## src/rtl/bcd_cal_pkg.sv

```systemverilog
// ----------------------------------------------------------------------------
// bcd_cal_pkg
// Shared types, codes and calendar helper functions for the BCD calendar clock.
// ----------------------------------------------------------------------------
package bcd_cal_pkg;

    localparam logic REQ_TICK = 1'b0;
    localparam logic REQ_SET  = 1'b1;

    localparam logic [6:0] MAX_YEAR_RST = 7'd30;
    localparam logic [6:0] YEAR_LAST    = 7'd99;
    localparam logic [3:0] MONTH_LAST   = 4'd12;
    localparam logic [4:0] HOUR_LAST    = 5'd23;
    localparam logic [5:0] MIN_LAST     = 6'd59;
    localparam logic [5:0] SEC_LAST     = 6'd59;
    localparam logic [2:0] WDAY_SUN     = 3'd1;
    localparam logic [2:0] WDAY_SAT     = 3'd7;

    typedef enum logic [2:0] {
        ST_OK         = 3'd0,
        ST_BAD_YEAR   = 3'd1,
        ST_BAD_MONTH  = 3'd2,
        ST_BAD_DAY    = 3'd3,
        ST_BAD_HOUR   = 3'd4,
        ST_BAD_MINUTE = 3'd5,
        ST_BAD_SECOND = 3'd6
    } t_status;

    typedef struct packed {
        logic       req_type;
        logic [6:0] set_year;
        logic [3:0] set_month;
        logic [4:0] set_day;
        logic [4:0] set_hour;
        logic [5:0] set_minute;
        logic [5:0] set_second;
    } t_in_item;

    typedef struct packed {
        logic [7:0] bcd_year;
        logic [4:0] bcd_month;
        logic [5:0] bcd_day;
        logic [2:0] weekday;
        logic [5:0] bcd_hour;
        logic [6:0] bcd_minute;
        logic [6:0] bcd_second;
        logic [2:0] status;
        logic       day_rolled;
    } t_out_item;

    typedef struct packed {
        logic [6:0] year;
        logic [3:0] month;
        logic [4:0] day;
        logic [2:0] weekday;
        logic [4:0] hour;
        logic [5:0] minute;
        logic [5:0] second;
    } t_time;

    function automatic logic [4:0] days_in(input logic [3:0] month, input logic [6:0] year);
        logic [4:0] len;
        unique case (month)
            4'd2:                      len = (year[1:0] == 2'd0) ? 5'd29 : 5'd28;
            4'd4, 4'd6, 4'd9, 4'd11:   len = 5'd30;
            default:                   len = 5'd31;
        endcase
        return len;
    endfunction

    function automatic logic [2:0] month_code(input logic [3:0] month);
        logic [2:0] code;
        unique case (month)
            4'd1:    code = 3'd1;
            4'd2:    code = 3'd4;
            4'd3:    code = 3'd4;
            4'd4:    code = 3'd0;
            4'd5:    code = 3'd2;
            4'd6:    code = 3'd5;
            4'd7:    code = 3'd0;
            4'd8:    code = 3'd3;
            4'd9:    code = 3'd6;
            4'd10:   code = 3'd1;
            4'd11:   code = 3'd4;
            4'd12:   code = 3'd6;
            default: code = 3'd0;
        endcase
        return code;
    endfunction

    // 8 is 1 mod 7, so octal digits fold
    function automatic logic [2:0] mod7(input logic [7:0] x);
        logic [4:0] s1;
        logic [3:0] s2;
        logic [3:0] s3;
        s1 = 5'(x[7:6]) + 5'(x[5:3]) + 5'(x[2:0]);
        s2 = 4'(s1[4:3]) + 4'(s1[2:0]);
        s3 = 4'(s2[2:0]) + 4'(s2[3]);
        return (s3[2:0] == 3'd7) ? 3'd0 : s3[2:0];
    endfunction

    // tens by reciprocal multiply, exact for values below 100
    function automatic logic [7:0] to_bcd(input logic [6:0] v);
        logic [14:0] p;
        logic [3:0]  tens;
        logic [6:0]  ones;
        p    = 15'(v) * 15'd205;
        tens = p[14:11];
        ones = v - 7'(tens) * 7'd10;
        return {tens, ones[3:0]};
    endfunction

endpackage

```

## src/rtl/bcd_cal_tick.sv

```systemverilog
// ----------------------------------------------------------------------------
// bcd_cal_tick
// One-second advance of the calendar clock with carries up to the year.
// ----------------------------------------------------------------------------
module bcd_cal_tick (
    input  bcd_cal_pkg::t_time i_time,
    output bcd_cal_pkg::t_time o_time,
    output logic               o_rolled
);
    import bcd_cal_pkg::*;

    logic sec_wrap;
    logic min_wrap;
    logic hour_wrap;
    logic day_wrap;
    logic month_wrap;

    assign sec_wrap   = (i_time.second == SEC_LAST);
    assign min_wrap   = sec_wrap && (i_time.minute == MIN_LAST);
    assign hour_wrap  = min_wrap && (i_time.hour == HOUR_LAST);
    assign day_wrap   = hour_wrap && (i_time.day == days_in(i_time.month, i_time.year));
    assign month_wrap = day_wrap && (i_time.month == MONTH_LAST);

    always_comb begin
        o_time = i_time;
        o_time.second = sec_wrap ? 6'd0 : i_time.second + 6'd1;
        if (sec_wrap) begin
            o_time.minute = min_wrap ? 6'd0 : i_time.minute + 6'd1;
        end
        if (min_wrap) begin
            o_time.hour = hour_wrap ? 5'd0 : i_time.hour + 5'd1;
        end
        if (hour_wrap) begin
            o_time.weekday = (i_time.weekday == WDAY_SAT) ? WDAY_SUN : i_time.weekday + 3'd1;
            o_time.day     = day_wrap ? 5'd1 : i_time.day + 5'd1;
        end
        if (day_wrap) begin
            o_time.month = month_wrap ? 4'd1 : i_time.month + 4'd1;
        end
        if (month_wrap) begin
            o_time.year = (i_time.year == YEAR_LAST) ? 7'd0 : i_time.year + 7'd1;
        end
    end

    assign o_rolled = hour_wrap;

endmodule

```

## src/rtl/bcd_cal_set.sv

```systemverilog
// ----------------------------------------------------------------------------
// bcd_cal_set
// Field checks for a set item and weekday derivation from the month code.
// ----------------------------------------------------------------------------
module bcd_cal_set (
    input  bcd_cal_pkg::t_in_item i_item,
    input  logic [6:0]            i_max_year,
    output bcd_cal_pkg::t_time    o_time,
    output bcd_cal_pkg::t_status  o_status
);
    import bcd_cal_pkg::*;

    logic [7:0] year_sum;
    logic [2:0] year_code;
    logic [7:0] wday_sum;
    logic [2:0] wday_raw;
    logic       leap_early;
    logic [2:0] wday;

    always_comb begin
        if (i_item.set_year > i_max_year || i_item.set_year > YEAR_LAST) begin
            o_status = ST_BAD_YEAR;
        end else if (i_item.set_month < 4'd1 || i_item.set_month > MONTH_LAST) begin
            o_status = ST_BAD_MONTH;
        end else if (i_item.set_day < 5'd1 ||
                     i_item.set_day > days_in(i_item.set_month, i_item.set_year)) begin
            o_status = ST_BAD_DAY;
        end else if (i_item.set_hour > HOUR_LAST) begin
            o_status = ST_BAD_HOUR;
        end else if (i_item.set_minute > MIN_LAST) begin
            o_status = ST_BAD_MINUTE;
        end else if (i_item.set_second > SEC_LAST) begin
            o_status = ST_BAD_SECOND;
        end else begin
            o_status = ST_OK;
        end
    end

    assign year_sum   = 8'd6 + 8'(i_item.set_year) + 8'(i_item.set_year[6:2]);
    assign year_code  = mod7(year_sum);
    assign wday_sum   = 8'(i_item.set_day) + 8'(month_code(i_item.set_month)) + 8'(year_code);
    assign wday_raw   = mod7(wday_sum);
    assign leap_early = (i_item.set_year[1:0] == 2'd0) && (i_item.set_month <= 4'd2);

    always_comb begin
        if (leap_early) begin
            if (wday_raw == 3'd0) begin
                wday = 3'd6;
            end else if (wday_raw == 3'd1) begin
                wday = WDAY_SAT;
            end else begin
                wday = wday_raw - 3'd1;
            end
        end else begin
            wday = (wday_raw == 3'd0) ? WDAY_SAT : wday_raw;
        end
    end

    always_comb begin
        o_time.year    = i_item.set_year;
        o_time.month   = i_item.set_month;
        o_time.day     = i_item.set_day;
        o_time.weekday = wday;
        o_time.hour    = i_item.set_hour;
        o_time.minute  = i_item.set_minute;
        o_time.second  = i_item.set_second;
    end

endmodule

```

## src/rtl/bcd_calendar_clock_top.sv

```systemverilog
// ----------------------------------------------------------------------------
// bcd_calendar_clock_top
// Calendar clock kept in binary, reported in BCD, advanced by tick items and
// loaded by checked set items.
// ----------------------------------------------------------------------------
// Input channel: i_valid / o_stall carry one item; req_type selects a
// one-second tick or a set of date and time. Output channel: o_valid /
// i_stall carry one result per item with the clock after the update, a
// status code and the midnight rollover flag.
// The accepted item waits in the input register, and its result is written
// to the output register in the same pass that updates the clock state; one
// item is taken every cycle while the receiver does not stall.
// The max_year register is written through i_cfg_we / i_cfg_wdata at any
// edge and resets to 30.
// Reset clears both stages and sets the clock to 00:00:00, Saturday,
// day 1, month 1, year 0.
// When the receiver stalls, the result holds and the input stage keeps
// taking one more item; further items are stalled until the result leaves.
// ----------------------------------------------------------------------------
module bcd_calendar_clock_top (
    input  logic                     i_clk,
    input  logic                     i_rst_n,
    input  logic                     i_valid,
    output logic                     o_stall,
    input  bcd_cal_pkg::t_in_item    i_item,
    output logic                     o_valid,
    input  logic                     i_stall,
    output bcd_cal_pkg::t_out_item   o_item,
    input  logic                     i_cfg_we,
    input  logic [6:0]               i_cfg_wdata
);
    import bcd_cal_pkg::*;

    logic      r_in_valid;
    t_in_item  r_in;
    logic      r_out_valid;
    t_out_item r_out;
    t_time     r_time;
    logic [6:0] r_max_year;

    t_time     tick_time;
    logic      tick_rolled;
    t_time     set_time;
    t_status   set_status;
    t_time     n_time;
    t_out_item n_out;
    logic      advance;
    logic      take;

    bcd_cal_tick u_tick (
        .i_time   (r_time),
        .o_time   (tick_time),
        .o_rolled (tick_rolled)
    );

    bcd_cal_set u_set (
        .i_item     (r_in),
        .i_max_year (r_max_year),
        .o_time     (set_time),
        .o_status   (set_status)
    );

    assign advance = r_in_valid && (!r_out_valid || !i_stall);
    assign take    = i_valid && (!r_in_valid || advance);
    assign o_stall = r_in_valid && !advance;

    always_comb begin
        if (r_in.req_type == REQ_SET) begin
            n_time = (set_status == ST_OK) ? set_time : r_time;
        end else begin
            n_time = tick_time;
        end
        n_out.bcd_year   = to_bcd(n_time.year);
        n_out.bcd_month  = 5'(to_bcd(7'(n_time.month)));
        n_out.bcd_day    = 6'(to_bcd(7'(n_time.day)));
        n_out.weekday    = n_time.weekday;
        n_out.bcd_hour   = 6'(to_bcd(7'(n_time.hour)));
        n_out.bcd_minute = 7'(to_bcd(7'(n_time.minute)));
        n_out.bcd_second = 7'(to_bcd(7'(n_time.second)));
        n_out.status     = (r_in.req_type == REQ_SET) ? set_status : ST_OK;
        n_out.day_rolled = (r_in.req_type == REQ_TICK) && tick_rolled;
    end

    always_ff @(posedge i_clk) begin
        if (!i_rst_n) begin
            r_in_valid     <= 1'b0;
            r_out_valid    <= 1'b0;
            r_max_year     <= MAX_YEAR_RST;
            r_time.year    <= 7'd0;
            r_time.month   <= 4'd1;
            r_time.day     <= 5'd1;
            r_time.weekday <= WDAY_SAT;
            r_time.hour    <= 5'd0;
            r_time.minute  <= 6'd0;
            r_time.second  <= 6'd0;
        end else begin
            if (i_cfg_we) begin
                r_max_year <= i_cfg_wdata;
            end
            if (take) begin
                r_in_valid <= 1'b1;
            end else if (advance) begin
                r_in_valid <= 1'b0;
            end
            if (advance) begin
                r_out_valid <= 1'b1;
                r_time      <= n_time;
            end else if (!i_stall) begin
                r_out_valid <= 1'b0;
            end
        end
    end

    always_ff @(posedge i_clk) begin
        if (take) begin
            r_in <= i_item;
        end
        if (advance) begin
            r_out <= n_out;
        end
    end

    assign o_valid = r_out_valid;
    assign o_item  = r_out;

endmodule

```

## config.mk

```make
export PLATFORM = sky130hd
export DESIGN_NAME = bcd_calendar_clock_top
export DESIGN_NICKNAME = d
export VERILOG_FILES = /design/src/rtl/bcd_cal_pkg.sv /design/src/rtl/bcd_cal_tick.sv /design/src/rtl/bcd_cal_set.sv /design/src/rtl/bcd_calendar_clock_top.sv
export SDC_FILE = /design/constraint.sdc
export NUM_CORES = 1
export LEC_CHECK = 0
export BUFFER_PORTS_ARGS = -buffer_cell sky130_fd_sc_hd__buf_4
export CORE_ASPECT_RATIO = 0.7
export CORE_MARGIN = 1
export CORE_UTILIZATION = 65
export DETAILED_ROUTE_END_ITERATION = 10
export PLACE_DENSITY = 0.91
export SLEW_MARGIN = 20
export SYNTH_ARGS = -nofsm -noshare
export SYNTH_HDL_FRONTEND = slang
export SYNTH_SLANG_ARGS = --single-unit
```

## constraint.sdc

```tcl
create_clock -name i_clk -period 21.7 [get_ports i_clk]
set_clock_uncertainty 0.1 [all_clocks]
set_input_delay 1.085 -clock i_clk [delete_from_list [all_inputs] [get_ports i_clk]]
set_output_delay 1.085 -clock i_clk [all_outputs]
set_load 0.05 [all_outputs]
```

# Word-level counts from Yosys, hierarchy flattened
# Memories as Yosys holds them, arrays and structs flattened. A register that Yosys moved wholly into a read port is not among the register bits.
# Index checks and enable logic that the tools add are counted.
# totals
register_bits	125
mem_bits_ro	48
output_inout_bits	48
word_cells	159
memories	1
# memory_table
memory	depth	word_bits	rd	rd_clocked_by_memory_dff	wr	line	rtl
(no name shown)	16	3	1	1	0	bcd_cal_pkg.sv:73	unique case (month)
# op_classes
n_addsub	26
multipliers	12
n_lt_le_gt_ge	10
n_eq_ne	21
muxes	37
bitwise	1
reduce_logical	25
# ops
operator	n
two-way mux 36 bit	2
two-way mux 3 bit	13
multiplier 6 x 8 -> 14 bit (second input constant)	2
multiplier 5 x 8 -> 13 bit (second input constant)	2
two-way mux 5 bit	5
subtractor 4 bit	6
== test 4 bit (second input constant)	5
one-hot mux 5 bit (2 select lines)	2
two-way mux 6 bit	3
adder 2 x 3 -> 4 bit	4
== test 4 x 3 -> 1 bit (second input constant)	4
multiplier 7 x 8 -> 15 bit (second input constant)	1
two-way mux 7 bit	2
adder 6 x 1 -> 6 bit (second input constant)	2
== test 6 bit (second input constant)	2
greater-than comparator 6 bit (second input constant)	2
multiplier 4 x 8 -> 12 bit (second input constant)	1
two-way mux 4 bit	3
adder 5 x 1 -> 5 bit (second input constant)	2
adder 5 x 3 -> 5 bit	2
== test 3 bit (second input constant)	3
logical AND 1 bit	9
adder 3 x 7 -> 8 bit (first input constant)	1
adder 8 x 3 -> 8 bit	1
other kinds (34)	53

# Depth between registers and ports, before layout
# logic_depth
ltp_word	24
ltp_mapped	54
depth_no_buf	54

# By module
# Synthesis repeated with hierarchy kept, for this count alone.
# hier_totals
hier_cells	1261
area_unflattened_um2	11432.2
# modules_own_cells
mod	instances	cells_each	area_each_um2	seq_area_each_um2
bcd_calendar_clock_top	1	868	8594.5	3303.2
bcd_cal_set	1	230	1799.2	0.0
bcd_cal_tick	1	163	1038.5	0.0

# Worst setup path before layout
# Ideal clock, no wire load.
# synth_path
path_kind	register -> register
startpoint	reg r_in[28] (netlist name)
endpoint	reg r_time[19] (netlist name)
setup_time_ps	69
arrival_ps	8949
required_time_ps	21531
slack_ps	12582
stages_incl_launch_ff	49
path_buffers	0
period_less_slack_ps	9118
cell_sequence	edfxtp_1 > inv_1 > ha_1 > inv_1 > ha_1 > a21o_1 > a21oi_1 > o21bai_1 > a21oi_1 > xnor2_1 > ha_1 > inv_1 > fa_1 > inv_1 > ha_1 > a21o_1 > a21oi_1 > xnor2_1 > [... 13 more ...] > ha_1 > a21o_1 > a21oi_1 > xor2_1 > ha_1 > fa_1 > ha_1 > xor2_1 > xnor2_1 > nand2_1 > nand2_1 > ha_1 > o21ai_0 > nand2b_1 > o21ai_0 > a221oi_1 > nand2_1 > nand3_1
# synth_lines
element	line	rtl
start, declared	bcd_calendar_clock_top.sv:35	t_in_item r_in;
start signal, assigned	bcd_calendar_clock_top.sv:116	r_in <= i_item;
end signal, assigned	bcd_calendar_clock_top.sv:107	r_time <= n_time;
end, declared	bcd_calendar_clock_top.sv:38	t_time r_time;

==> flow_summary.ini <==
[worst_setup_path]
crit_top_cell = ha_1
r2r-end = r_time[19]
worstSetupEndpoint = r_time[19]
critPathBufInv = 5
crit_path_top_delay_cell = fa_1
reg2reg_from = r_in[28]
cp_top_family = adder cells
reg2reg_depth = 48
crit_fanout = 8
cp.arrival_ns = 10.31
worstSetupPathType = reg -> reg
cp_num_cells = 48
rrSetupSlack_ns = 11.67
slowest_delay_ns = 0.48
startpoint = r_in[28]
required_ns = 21.98
startpoint_type = flop
end_kind = flop

[grt]
track_usage_pct = 31.1
overflow = 0
grt_max_degree = 54
antenna_found_initial = 0
grt_pass1_wl_mm = 41.1
grt_pass1_vias = 8493

[routing]
ant_nets = 0
avgRoutedWirePerCell_um = 17.7
vias = 8794
viasPerCell = 6.12
drt-initial-drc-count = 847
drt_drc_violations_left = 0
drt-total-wl_mm = 25.5
detail_route.first_pass.iterations = 5

[synthesis]
synth-edff-count = 80
syn_area_per_cell_um2 = 9.80
syn-num-nets = 1387
synthCells = 1103
yosys_most_used_dff = edfxtp_1
async_reset_ff_share_pct = 0
synth_area_mm2 = 0.0108
synth-seq-cells = 128
synth.yosys.seq_area_share_pct = 31.1
yosys_warnings = 0
synth_cell_types = 84

[worst_hold_path]
min_path_type = reg -> reg

[sta]
hold_viol = 0
grt_setup_unrepaired = no
slew_headroom_pct = 42.7
setup_viol = 0
tightestPinTransition_ns = 0.859
fin_tns_setup_ns = 0
finalCritPeriodShare_pct = 46.2
fin_crit_ns = 10.03
finalMaxSlewViolations = 0
fmax_mhz = 99.7

[die]
die_w_um = 156
fp-row-count = 39
core_area_mm2 = 0.0163
die_area_mm2 = 0.0171
die_h_um = 110
initial_core_util_pct = 66.3
ios = 94

[layout]
layout_common_cells = ha_1, inv_1, buf_4
layout_commonest_cell = ha_1
n_antenna_cell = 0
drive_gt1_share_pct = 13.2
area_growth_pct = 14.1
nets = 1483

[clock_network]
path_clk_slew_ns = 0.06
cts_max_level = 4
clkLatencyLatePin_ns = 0.44
tritoncts = built
cts.path.max_buffers = 2
ctsHoldBuffers = 0
clockRootBuffer = clkbuf_16
clock_sinks = 128
post_cts_buffers = 0
cts-buffers-inserted = 17
cts_resized = 0

[placement]
gp_congestion = 0.906
dp_hpwl_mm = 19.1
port_buffers = 93

[run_status]
outcome = completed

[run]
cap_violations = 0
cell usage after synthesis (all sizes together) (4+ instances only):
library cell | n | area [µm²]
a21boi | 6 | 45.0
a221oi | 7 | 73.8
o21ai | 44 | 224
nand4 | 10 | 77.6
buf | 5 | 28.8
o31ai | 4 | 30.0
inv | 133 | 499
a21oi | 61 | 317
edfxtp | 80 | 2400
and3 | 11 | 70.1
xnor2 | 33 | 289
mux2i | 9 | 90.1
nand2 | 84 | 315
or2 | 9 | 56.3
o211ai | 11 | 82.6
o21a | 7 | 52.6
clkbuf | 19 | 81.3
nand2b | 10 | 62.6
a21o | 13 | 97.6
nor4 | 6 | 52.6
o311ai | 4 | 35.0
nor3 | 23 | 125
ha | 201 | 2510
nand3b | 4 | 42.5
and2 | 5 | 31.3
nor2 | 72 | 270
nand3 | 28 | 145
fa | 37 | 741
xor2 | 20 | 175
and4 | 5 | 43.8
nor2b | 12 | 75.1
nor3b | 8 | 65.1
dfxtp | 48 | 961
a31oi | 9 | 56.3
a211oi | 16 | 120
worst min-delay path: stages (launching register included):
cell and delay [ns]:
dfxtp_1 0.29, inv_1 0.07, o211ai_1 0.08
logic make-up after synthesis:
kind of cell	Yosys count	synth area share [%]
xor gates and xnor gates	54	4.50
DFF	128	31.1
muxes	9	0.834
other	1	0.0347
buffers and inverters	158	5.67
adders and majority gates	238	30.1
AOI/OAI and AO/OA	219	13.6
and+or+nand+nor	296	14.1
per-stage QoR:
step                utilization [%]  setup slack, ns  area [µm²]  instances  hold WS, ns
floorplan                         -            12.58       10800       1103        0.351
global placement               72.0            12.27       11700       1405        0.364
detailed placement             72.0            11.84       11700       1405        0.390
CTS                            75.7            11.74       12300       1437        0.398
global route                   75.7            11.03       12300       1437        0.437
finish                         75.7            11.67       12300       1437        0.394
metal layers:
layer  routed length, µm  share of wire, %  track usage [%]
met5                   0                 0                0
met4                 570               2.2             11.8
met3                2220               8.7             6.70
met2               11600                45             50.4
met1               11100                44             41.1
worst min path at each step:
stage | start | to | slack [ns] | cells after the start
5_1_grt | r_max_year[3] | r_max_year[3] | 0.44 | 2
3_5_place_dp | r_max_year[4] | r_max_year[4] | 0.39 | 2
4_1_cts | r_max_year[4] | r_max_year[4] | 0.40 | 2
6_report | r_max_year[4] | r_max_year[4] | 0.39 | 2
3_3_place_gp | r_in_valid | o_valid | 0.36 | 2
2_1_floorplan | r_in_valid | o_valid | 0.35 | 2
flip-flops by register name (all words and copies together), names as in the netlist, named ones only:
signal      count
o_item         46
r_time         36
r_in           34
r_max_year      7
o_valid         1
r_in_valid      1
area by class of cell:
class | count | area [µm²]
Multi-Input combinational cell | 817 | 6830
Inverter | 134 | 504
Clock buffer | 17 | 425
Fill cell | 1107 | 3970
Tap cell | 225 | 282
Timing Repair Buffer | 101 | 758
Sequential cell | 128 | 3360
Clock inverter | 15 | 170
Power is not shown: default switching activity piles up to over one toggle a cycle in this logic, so the estimate is an artifact.
